File: src/hdl/sfs_pkg.sv
// Shared types, constants and the CRC-16 byte update for the serial frame splitter.
// Used by sfs_parser, sfs_queue and serial_frame_splitter_modbus_crc_unit.
package sfs_pkg;

  localparam int unsigned SfsMaxSensorFrame = 1024;
  localparam int unsigned SfsQueueDepth     = 4;

  localparam logic [1:0] RegSlaveAddress     = 2'd0;
  localparam logic [1:0] RegSensorMarkFirst  = 2'd1;
  localparam logic [1:0] RegSensorMarkSecond = 2'd2;
  localparam logic [1:0] RegSensorLimit      = 2'd3;

  localparam logic [7:0]  ResetSlaveAddress = 8'h01;
  localparam logic [10:0] ResetSensorLimit  = 11'd1024;

  localparam logic [1:0] StatusGood     = 2'd0;
  localparam logic [1:0] StatusCrcError = 2'd1;
  localparam logic [1:0] StatusBadFunc  = 2'd2;
  localparam logic [1:0] StatusOverlong = 2'd3;

  localparam logic KindModbus = 1'b0;
  localparam logic KindSensor = 1'b1;

  localparam logic [15:0] CrcInit = 16'hFFFF;
  localparam logic [15:0] CrcPoly = 16'hA001;

  localparam logic [7:0] FuncExceptionBit = 8'h80;
  localparam logic [7:0] FuncWriteSingle  = 8'h06;
  localparam logic [7:0] FuncWriteMulti   = 8'h10;
  localparam logic [7:0] FuncWriteCoils   = 8'h0F;
  localparam logic [7:0] FuncReadFirst    = 8'h01;
  localparam logic [7:0] FuncReadLast     = 8'h04;
  localparam logic [8:0] LenException     = 9'd5;
  localparam logic [8:0] LenWriteEcho     = 9'd8;
  localparam logic [8:0] LenReadOverhead  = 9'd5;

  typedef struct packed {
    logic [7:0]  slave_address;
    logic [7:0]  mark_first;
    logic [7:0]  mark_second;
    logic [10:0] length_limit;
    logic [15:0] crc_seed;
  } sfs_cfg_t;

  typedef struct packed {
    logic [7:0] data;
    logic       kind;
    logic       done;
    logic [1:0] status;
  } sfs_result_t;

  typedef struct packed {
    logic        first_vld;
    logic        second_vld;
    sfs_result_t first;
    sfs_result_t second;
  } sfs_push_t;

  function automatic logic [15:0] crc_byte(input logic [15:0] crc_in, input logic [7:0] b);
    logic [15:0] crc;
    crc = crc_in ^ {8'h00, b};
    for (int i = 0; i < 8; i++) begin
      if (crc[0]) begin
        crc = (crc >> 1) ^ CrcPoly;
      end else begin
        crc = crc >> 1;
      end
    end
    return crc;
  endfunction

  function automatic sfs_result_t mk_result(input logic [7:0] data, input logic kind,
                                            input logic done, input logic [1:0] status);
    sfs_result_t r;
    r.data   = data;
    r.kind   = kind;
    r.done   = done;
    r.status = status;
    return r;
  endfunction

endpackage

File: src/hdl/sfs_parser.sv
// Front end: takes one received byte per beat, tracks frame state and CRC,
// and produces up to two result records. Depends on sfs_pkg.
module sfs_parser #(
  parameter int unsigned MAX_SENSOR_FRAME = sfs_pkg::SfsMaxSensorFrame
) (
  input  logic               clk_i,
  input  logic               rst_ni,
  input  logic               take_i,
  input  logic [7:0]         rx_byte_i,
  input  sfs_pkg::sfs_cfg_t  cfg_i,
  output sfs_pkg::sfs_push_t push_o
);
  import sfs_pkg::*;

  localparam int unsigned CW   = $clog2(MAX_SENSOR_FRAME + 1);
  localparam int unsigned CntW = (CW > 9) ? CW : 9;
  localparam int unsigned LimW = (CntW > 11) ? CntW : 11;
  localparam int unsigned PosW = CntW + 1;

  localparam logic [2:0] ModeHunt    = 3'd0;
  localparam logic [2:0] ModeSensor  = 3'd1;
  localparam logic [2:0] ModeMbFunc  = 3'd2;
  localparam logic [2:0] ModeMbCount = 3'd3;
  localparam logic [2:0] ModeMbBody  = 3'd4;

  logic [2:0]      mode_q, mode_d;
  logic            pending_q, pending_d;
  logic [CntW-1:0] cnt_q, cnt_d;
  logic [8:0]      exp_q, exp_d;
  logic [15:0]     crc_q, crc_d;
  logic [7:0]      prev_q, prev_d;
  logic            lowm_q, lowm_d;

  logic [7:0]      b;
  logic [15:0]     crc_upd;
  logic            func_exc, func_write, func_read, func_known;
  logic [2:0]      func_mode;
  logic [8:0]      func_len;
  logic [CntW-1:0] cnt_inc;
  logic [LimW-1:0] lim_raw, lim_c;
  logic            sensor_footer, sensor_over;
  logic [PosW-1:0] pos_ext, exp_ext;
  logic            crc_good;

  assign b       = rx_byte_i;
  assign crc_upd = crc_byte((mode_q == ModeHunt) ? cfg_i.crc_seed : crc_q, b);

  assign func_exc   = (b & FuncExceptionBit) != 8'h00;
  assign func_write = (b == FuncWriteSingle) || (b == FuncWriteMulti) || (b == FuncWriteCoils);
  assign func_read  = (b >= FuncReadFirst) && (b <= FuncReadLast);
  assign func_known = func_exc || func_write || func_read;
  assign func_mode  = func_read ? ModeMbCount : ModeMbBody;
  assign func_len   = func_exc ? LenException : (func_write ? LenWriteEcho : 9'd0);

  assign cnt_inc = cnt_q + CntW'(1);
  assign lim_raw = LimW'(cfg_i.length_limit);
  always_comb begin
    if (lim_raw < LimW'(4)) begin
      lim_c = LimW'(4);
    end else if (lim_raw > LimW'(MAX_SENSOR_FRAME)) begin
      lim_c = LimW'(MAX_SENSOR_FRAME);
    end else begin
      lim_c = lim_raw;
    end
  end
  assign sensor_footer = (cnt_inc >= CntW'(4)) && (prev_q == cfg_i.mark_second) &&
                         (b == cfg_i.mark_first);
  assign sensor_over   = LimW'(cnt_inc) >= lim_c;

  assign pos_ext  = PosW'(cnt_inc);
  assign exp_ext  = PosW'(exp_q);
  assign crc_good = lowm_q && (b == crc_q[15:8]);

  always_comb begin
    mode_d    = mode_q;
    pending_d = pending_q;
    cnt_d     = cnt_q;
    exp_d     = exp_q;
    crc_d     = crc_q;
    prev_d    = prev_q;
    lowm_d    = lowm_q;
    push_o    = '0;
    if (take_i) begin
      case (mode_q)
        ModeHunt: begin
          pending_d = 1'b0;
          if (pending_q && (b == cfg_i.mark_second)) begin
            push_o.first_vld  = 1'b1;
            push_o.first      = mk_result(cfg_i.mark_first, KindSensor, 1'b0, StatusGood);
            push_o.second_vld = 1'b1;
            push_o.second     = mk_result(b, KindSensor, 1'b0, StatusGood);
            cnt_d  = CntW'(2);
            prev_d = b;
            mode_d = ModeSensor;
          end else if (pending_q && (cfg_i.mark_first == cfg_i.slave_address)) begin
            push_o.first_vld  = 1'b1;
            push_o.first      = mk_result(cfg_i.mark_first, KindModbus, 1'b0, StatusGood);
            push_o.second_vld = 1'b1;
            crc_d  = crc_upd;
            lowm_d = 1'b0;
            if (func_known) begin
              push_o.second = mk_result(b, KindModbus, 1'b0, StatusGood);
              cnt_d  = CntW'(2);
              exp_d  = func_len;
              mode_d = func_mode;
            end else begin
              push_o.second = mk_result(b, KindModbus, 1'b1, StatusBadFunc);
              cnt_d  = '0;
              exp_d  = '0;
              mode_d = ModeHunt;
            end
          end else if (b == cfg_i.mark_first) begin
            pending_d = 1'b1;
          end else if (b == cfg_i.slave_address) begin
            push_o.first_vld = 1'b1;
            push_o.first     = mk_result(b, KindModbus, 1'b0, StatusGood);
            crc_d  = cfg_i.crc_seed;
            cnt_d  = CntW'(1);
            exp_d  = '0;
            lowm_d = 1'b0;
            mode_d = ModeMbFunc;
          end
        end
        ModeSensor: begin
          push_o.first_vld = 1'b1;
          if (sensor_footer) begin
            push_o.first = mk_result(b, KindSensor, 1'b1, StatusGood);
            mode_d    = ModeHunt;
            pending_d = 1'b0;
            cnt_d     = '0;
          end else if (sensor_over) begin
            push_o.first = mk_result(b, KindSensor, 1'b1, StatusOverlong);
            mode_d    = ModeHunt;
            pending_d = 1'b0;
            cnt_d     = '0;
          end else begin
            push_o.first = mk_result(b, KindSensor, 1'b0, StatusGood);
            prev_d = b;
            cnt_d  = cnt_inc;
          end
        end
        ModeMbFunc: begin
          push_o.first_vld = 1'b1;
          crc_d = crc_upd;
          if (func_known) begin
            push_o.first = mk_result(b, KindModbus, 1'b0, StatusGood);
            cnt_d  = CntW'(2);
            exp_d  = func_len;
            mode_d = func_mode;
          end else begin
            push_o.first = mk_result(b, KindModbus, 1'b1, StatusBadFunc);
            cnt_d     = '0;
            pending_d = 1'b0;
            mode_d    = ModeHunt;
          end
        end
        ModeMbCount: begin
          push_o.first_vld = 1'b1;
          push_o.first     = mk_result(b, KindModbus, 1'b0, StatusGood);
          crc_d  = crc_upd;
          exp_d  = LenReadOverhead + {1'b0, b};
          cnt_d  = CntW'(3);
          mode_d = ModeMbBody;
        end
        ModeMbBody: begin
          push_o.first_vld = 1'b1;
          cnt_d = cnt_inc;
          if ((pos_ext + PosW'(2)) <= exp_ext) begin
            push_o.first = mk_result(b, KindModbus, 1'b0, StatusGood);
            crc_d = crc_upd;
          end else if ((pos_ext + PosW'(1)) == exp_ext) begin
            push_o.first = mk_result(b, KindModbus, 1'b0, StatusGood);
            lowm_d = (b == crc_q[7:0]);
          end else begin
            push_o.first = mk_result(b, KindModbus, 1'b1,
                                     crc_good ? StatusGood : StatusCrcError);
            cnt_d     = '0;
            pending_d = 1'b0;
            mode_d    = ModeHunt;
          end
        end
        default: begin
          mode_d    = ModeHunt;
          pending_d = 1'b0;
          cnt_d     = '0;
        end
      endcase
    end
  end

  always_ff @(posedge clk_i or negedge rst_ni) begin
    if (!rst_ni) begin
      mode_q    <= ModeHunt;
      pending_q <= 1'b0;
      cnt_q     <= '0;
      exp_q     <= '0;
      crc_q     <= CrcInit;
      prev_q    <= '0;
      lowm_q    <= 1'b0;
    end else begin
      mode_q    <= mode_d;
      pending_q <= pending_d;
      cnt_q     <= cnt_d;
      exp_q     <= exp_d;
      crc_q     <= crc_d;
      prev_q    <= prev_d;
      lowm_q    <= lowm_d;
    end
  end

endmodule

File: src/hdl/sfs_queue.sv
// Back end: result queue taking up to two records per cycle and handing
// one per beat to the output channel. Depends on sfs_pkg.
module sfs_queue (
  input  logic                 clk_i,
  input  logic                 rst_ni,
  input  sfs_pkg::sfs_push_t   push_i,
  input  logic                 out_stall_i,
  output logic                 out_valid_o,
  output sfs_pkg::sfs_result_t head_o,
  output logic [$clog2(sfs_pkg::SfsQueueDepth+1)-1:0] level_o
);
  import sfs_pkg::*;

  localparam int unsigned PtrW = $clog2(SfsQueueDepth);
  localparam int unsigned LvlW = $clog2(SfsQueueDepth + 1);

  sfs_result_t     mem [SfsQueueDepth];
  logic [PtrW-1:0] wptr_q, wptr_d, rptr_q, rptr_d;
  logic [LvlW-1:0] cnt_q, cnt_d;
  logic [LvlW-1:0] n_push;
  logic            pop;
  logic [PtrW-1:0] wptr_next;

  assign pop       = out_valid_o && !out_stall_i;
  assign n_push    = LvlW'(push_i.first_vld) + LvlW'(push_i.second_vld);
  assign wptr_next = wptr_q + PtrW'(1);
  assign wptr_d    = wptr_q + PtrW'(n_push);
  assign rptr_d    = pop ? rptr_q + PtrW'(1) : rptr_q;
  assign cnt_d     = cnt_q + n_push - LvlW'(pop);

  assign out_valid_o = cnt_q != '0;
  assign head_o      = mem[rptr_q];
  assign level_o     = cnt_q;

  always_ff @(posedge clk_i) begin
    if (push_i.first_vld) begin
      mem[wptr_q] <= push_i.first;
    end
    if (push_i.second_vld) begin
      mem[wptr_next] <= push_i.second;
    end
  end

  always_ff @(posedge clk_i or negedge rst_ni) begin
    if (!rst_ni) begin
      wptr_q <= '0;
      rptr_q <= '0;
      cnt_q  <= '0;
    end else begin
      wptr_q <= wptr_d;
      rptr_q <= rptr_d;
      cnt_q  <= cnt_d;
    end
  end

endmodule

File: src/hdl/serial_frame_splitter_modbus_crc_unit.sv
// Channel   Dir  Handshake                 Payload
// rx        in   rx_valid_i / rx_stall_o   rx_byte_i
// out       out  out_valid_o / out_stall_i out_byte_o, byte_present_o, frame_kind_o,
//                                          frame_done_o, frame_status_o
// apb       in   psel, penable, pready     paddr, pwrite, pwdata, prdata
//
// Unless stalled, one byte is taken per cycle; its results are queued the next cycle.
// A byte yields up to two results; the output drains one result per cycle unless stalled.
// rx_stall_o rises while the result queue has fewer than two free entries.
// Reset returns the parser to hunting and the registers to their reset values.
// Top level: configuration registers, sfs_parser (front), sfs_queue (back). Uses sfs_pkg.
module serial_frame_splitter_modbus_crc_unit #(
  parameter int unsigned MAX_SENSOR_FRAME = sfs_pkg::SfsMaxSensorFrame
) (
  input  logic        clk_i,
  input  logic        rst_ni,
  input  logic        rx_valid_i,
  output logic        rx_stall_o,
  input  logic [7:0]  rx_byte_i,
  output logic        out_valid_o,
  input  logic        out_stall_i,
  output logic [7:0]  out_byte_o,
  output logic        byte_present_o,
  output logic        frame_kind_o,
  output logic        frame_done_o,
  output logic [1:0]  frame_status_o,
  input  logic        psel,
  input  logic        penable,
  input  logic        pwrite,
  input  logic [3:0]  paddr,
  input  logic [31:0] pwdata,
  output logic [31:0] prdata,
  output logic        pready
);
  import sfs_pkg::*;

  localparam int unsigned LvlW = $clog2(SfsQueueDepth + 1);

  sfs_cfg_t        cfg_q;
  sfs_push_t       push;
  sfs_result_t     head;
  logic [LvlW-1:0] level;
  logic            take;
  logic            cfg_wr;
  logic [1:0]      reg_idx;

  assign pready  = 1'b1;
  assign cfg_wr  = psel && penable && pwrite && pready;
  assign reg_idx = paddr[3:2];

  always_ff @(posedge clk_i or negedge rst_ni) begin
    if (!rst_ni) begin
      cfg_q.slave_address <= ResetSlaveAddress;
      cfg_q.mark_first    <= '0;
      cfg_q.mark_second   <= '0;
      cfg_q.length_limit  <= ResetSensorLimit;
      cfg_q.crc_seed      <= crc_byte(CrcInit, ResetSlaveAddress);
    end else if (cfg_wr) begin
      case (reg_idx)
        RegSlaveAddress: begin
          cfg_q.slave_address <= pwdata[7:0];
          cfg_q.crc_seed      <= crc_byte(CrcInit, pwdata[7:0]);
        end
        RegSensorMarkFirst:  cfg_q.mark_first   <= pwdata[7:0];
        RegSensorMarkSecond: cfg_q.mark_second  <= pwdata[7:0];
        RegSensorLimit:      cfg_q.length_limit <= pwdata[10:0];
        default: begin
        end
      endcase
    end
  end

  always_comb begin
    case (reg_idx)
      RegSlaveAddress:     prdata = {24'h0, cfg_q.slave_address};
      RegSensorMarkFirst:  prdata = {24'h0, cfg_q.mark_first};
      RegSensorMarkSecond: prdata = {24'h0, cfg_q.mark_second};
      RegSensorLimit:      prdata = {21'h0, cfg_q.length_limit};
      default:             prdata = '0;
    endcase
  end

  assign rx_stall_o = level > LvlW'(SfsQueueDepth - 2);
  assign take       = rx_valid_i && !rx_stall_o;

  sfs_parser #(
    .MAX_SENSOR_FRAME(MAX_SENSOR_FRAME)
  ) u_parser (
    .clk_i    (clk_i),
    .rst_ni   (rst_ni),
    .take_i   (take),
    .rx_byte_i(rx_byte_i),
    .cfg_i    (cfg_q),
    .push_o   (push)
  );

  sfs_queue u_queue (
    .clk_i      (clk_i),
    .rst_ni     (rst_ni),
    .push_i     (push),
    .out_stall_i(out_stall_i),
    .out_valid_o(out_valid_o),
    .head_o     (head),
    .level_o    (level)
  );

  assign out_byte_o     = head.data;
  assign byte_present_o = 1'b1;
  assign frame_kind_o   = head.kind;
  assign frame_done_o   = head.done;
  assign frame_status_o = head.status;

`ifndef SYNTHESIS
  a_level_bound: assert property (@(posedge clk_i) disable iff (!rst_ni)
    level <= LvlW'(SfsQueueDepth))
    else $error("result queue overflow");

  a_no_push_when_stalled: assert property (@(posedge clk_i) disable iff (!rst_ni)
    !take |-> !push.first_vld && !push.second_vld)
    else $error("result pushed without an accepted byte");

  a_status_on_done: assert property (@(posedge clk_i) disable iff (!rst_ni)
    out_valid_o && (frame_status_o != StatusGood) |-> frame_done_o)
    else $error("error status on a byte that does not end a frame");

  a_sensor_status: assert property (@(posedge clk_i) disable iff (!rst_ni)
    out_valid_o && (frame_kind_o == KindSensor) |->
      (frame_status_o == StatusGood) || (frame_status_o == StatusOverlong))
    else $error("Modbus status on a sensor frame byte");
`endif

endmodule

File: config.mk
export PLATFORM = sky130hd
export DESIGN_NAME = serial_frame_splitter_modbus_crc_unit
export DESIGN_NICKNAME = d
export VERILOG_FILES = /design/src/hdl/sfs_pkg.sv /design/src/hdl/sfs_parser.sv /design/src/hdl/sfs_queue.sv /design/src/hdl/serial_frame_splitter_modbus_crc_unit.sv
export SDC_FILE = /design/constraint.sdc
export NUM_CORES = 1
export LEC_CHECK = 0
export BUFFER_PORTS_ARGS = -buffer_cell sky130_fd_sc_hd__buf_2
export CAP_MARGIN = 10
export CORE_MARGIN = 3
export CORE_UTILIZATION = 62
export CTS_BUF_LIST = sky130_fd_sc_hd__clkbuf_4
export DETAILED_ROUTE_END_ITERATION = 7
export MAX_ROUTING_LAYER = met4
export PLACE_DENSITY = 0.79
export SYNTH_ARGS = -nofsm -noshare
export SYNTH_HDL_FRONTEND = slang
export SYNTH_SLANG_ARGS = --single-unit
File: constraint.sdc
create_clock -name clk_i -period 4.4 [get_ports clk_i]
set_input_delay 0.66 -clock clk_i [delete_from_list [all_inputs] [get_ports clk_i]]
set_output_delay 0.66 -clock clk_i [all_outputs]
set_load 0.05 [all_outputs]
==> results.md <==
- Leak: 4.614 nW
- GPL Wtd Cong: 0.9784
- Synth area leader: dfrtp_1
- Worst slew pin tran: 1029 ps
- Global-route usage over all layers: 29.69%
- Arr. time, crit path: 4510 ps
- Status: finished clean
- Clock H-tree levels: 4
- Worst R2R Setup Slack: 380 ps
- Worst hold path type: in2async
- Die Span X: 134.8 um
- CP Capture Type: register
- # rows: 46
- Final setup vio count: 0
- DP Wirelength: 18770 um
- Clock buffers created by TritonCTS: 17
- Via count: 8080
- R2r startpoint: u_parser.cnt_q[0]
- Share of cells above drive strength 1: 21.38%
- Die ar.: 18170 um2
- Final period util: 91.42%
- Fin. max-slew vios: 0
- Maxcap violations: 0
- Synth Flop Type: dfrtp_1
- WHS: 179.1 ps
- Drt drc: 0
- Ports: 99
- Synthesis-stage register bit count: 149
- Final ANT Viol Nets: 0
- Layout Skew: 24.90 ps
- Post-Syn Instances: 1040
- Setup crit start kind: register
- Area occupied by registers: 3953 um2
- P&R area growth vs syn: 7.200%
- Antenna violations before repair: 1
- FFs w/ async S/R, synth: 67.79%
- Root Driver: clkbuf_4
- Initial Util: 64.06%
- Average via count per standard cell: 6.140
- Final wirelength: 25280 um
- Critical Path RT: 4890 ps
- Post-synth EDFFs: 44
- Hold buffers post-CTS: 0
- Setup TNS: 0 ps
- Area occupied by multi-input gates: 5848 um2
- Yosys warns: 0
- Layout Nets: 1170
- Seq/Total Area, Yosys: 38.42%
- Worst-path fanout max: 13
- Clock Path Buffers: 2
- Max Freq: 248.6 MHz
- Synthesized area: 10290 um2
- Clock-pin slew on the worst setup and hold paths: 140 ps
- CTS tree: done
- IO buf count: 52
- Setup Crit Path Kind: reg2reg
- Core area: 16060 um2
- Avg Inst Size Synth: 9.892 um2
- Pwr Density: 504.3 nW/um2
- Synth cell types: 97
- Chip height: 134.8 um
- Gr ovfl total: 0
- Pin count of the biggest net entering global routing: 69
- Worst IR drop on VDD: 0.0003837 V
- Power, Total: 0.005561 W
- Post-synth top area share: 19.95%
- RSZ-0062 raised after global routing: no
- Ranking of synthesized cells by area: dfrtp_1 20%, edfxtp_1 13%, xnor2_1 7.5%
- Slew headroom: 31.27%
- # fillers: 1237
- Minimum clock period: 4023 ps
- First-pass GRT wire length: 41210 um
- Clk_lat worst skew: 590 ps
- WL/cell: 19.21 um
- Final core area utilization: 68.68%
- Vias in the first global route: 7697
- Clock sink count: 149
- Initial DRT Pass Iterations: 8
- Reg2Reg Depth: 16
- Worst flop-to-flop path endpoint: u_parser.pending_q
- Drt initial violations: 772
- Final hold viol count: 0
==> placed cells by master, fill, tap and decap left out, drive strengths merged, types with 5 or more instances in the layout <==
| cell | netlist | routed |
|---|---|---|
| a211oi | 13 | 13 |
| a21o | 9 | 9 |
| a21oi | 37 | 37 |
| a22o | 14 | 14 |
| a22oi | 5 | 5 |
| a31oi | 5 | 5 |
| and2 | 9 | 9 |
| and3 | 10 | 10 |
| buf | 51 | 85 |
| clkbuf | 28 | 19 |
| clkinv | 1 | 6 |
| conb | 2 | 23 |
| dfrtp | 82 | 82 |
| dfstp | 19 | 19 |
| edfxtp | 44 | 44 |
| ha | 32 | 32 |
| inv | 36 | 39 |
| mux2 | 42 | 42 |
| mux2i | 10 | 10 |
| mux4 | 20 | 20 |
| nand2 | 124 | 124 |
| nand2b | 12 | 12 |
| nand3 | 30 | 30 |
| nand4 | 15 | 15 |
| nor2 | 57 | 57 |
| nor2b | 5 | 5 |
| nor3 | 15 | 15 |
| nor3b | 5 | 5 |
| nor4 | 12 | 12 |
| o211ai | 5 | 5 |
| o21ai | 85 | 85 |
| o22ai | 6 | 6 |
| or3 | 10 | 10 |
| xnor2 | 88 | 88 |
| xor2 | 46 | 46 |
==> layer usage <==
metal  wire, um  up-vias  track usage (%)
met4        569        0            8.937
met1      10870     3906            40.28
met2      12170      357            46.47
met3       1671       50            4.918
met5          0        -                -
li1           -     3767                -
==> worst max-delay path by stage <==
stage	to	slack (ps)	cells after the start	from
final	u_parser.pending_q	380	16	u_parser.cnt_q[0]
after CTS	u_parser.cnt_q[5]	390	14	cfg_q[23]
after global routing	u_parser.cnt_q[6]	20	15	cfg_q[23]
after global placement	u_parser.cnt_q[5]	540	15	u_parser.cnt_q[0]
after floorplan	u_queue.level_o[2]	820	13	rx_byte_i[0]
after detailed placement	u_parser.cnt_q[8]	460	14	cfg_q[23]
==> final cells by class <==
| cell class | count | share of cell area [%] |
|---|---|---|
| well taps | 216 | 2.451 |
| flip-flops and latches | 149 | 35.84 |
| diodes | 1 | 0.02269 |
| multi-input cells | 796 | 53.03 |
| clock inverters | 13 | 1.361 |
| repair buffers | 85 | 4.742 |
| clock buffers | 19 | 1.293 |
| inverters | 37 | 1.259 |
==> kinds of logic after synthesis <==
group / count (synthesis) / synth area share, %
DFF: 149 / 38.42
other: 2 / 0.07300
xor gates and xnor gates: 137 / 12.27
AOI/OAI and AO/OA: 215 / 14.30
adders and majority gates: 33 / 4.087
buffers and inverters: 116 / 5.619
muxes: 72 / 9.985
and+or+nand+nor: 316 / 15.24
==> what timing repair did <==
item | in CTS | in global routing
setup buffers | 0 | 2
setup endpoints to repair | 0 | 9
resized for setup | 0 | 1
hold endpoints to repair | 0 | 0
==> critical path: stages (launching register included) <==
cell,delay [ps]
dfrtp_1,370
buf_4,230
inv_1,100
ha_1,360
inv_1,230
ha_1,360
nand2_1,110
xnor2_1,150
ha_1,320
o21ai_0,100
nand2b_1,90
o2111ai_1,90
a221o_1,340
nand4_2,230
nand2_2,140
a211oi_1,380
mux2_4,340
==> report_power, final <==
part / leakage (nW) / total, W / internal (W) / switching [W]
combinational: 2.79 / 0.00254 / 0.00106 / 0.00149
clock: 0.149 / 0.000896 / 0.000357 / 0.000539
sequential: 1.67 / 0.00212 / 0.00175 / 0.000371
==> synth_stat cells (27+ instances only) <==
cell type  count
nand2_1      122
xnor2_1       88
dfrtp_1       82
o21ai_0       63
nor2_1        56
xor2_1        45
edfxtp_1      44
mux2_2        41
a21oi_1       37
inv_1         36
ha_1          32
nand3_1       30
clkbuf_1      27
==> sequential cells by signal (all words and copies together), names as in the netlist <==
register            count
u_queue.mem            48
cfg_q                  45
u_parser.crc_q         16
u_parser.cnt_q         11
u_parser.exp_q          9
u_parser.prev_q         8
u_parser.mode_q         3
u_queue.level_o         3
u_queue.rptr_q          2
u_queue.wptr_q          2
u_parser.lowm_q         1
u_parser.pending_q      1
==> metrics by stage <==
stage | cell area, um2 | instances | worst slack, ps
after floorplan | 10370 | 1061 | 820.6
after global placement | 10700 | 1281 | 535.1
after detailed placement | 10700 | 1281 | 457.2
after CTS | 10990 | 1313 | 394.8
after global routing | 11030 | 1316 | 18.64
final | 11030 | 1316 | 377.5
No activity file was read; power rests on OpenSTA's default activity.
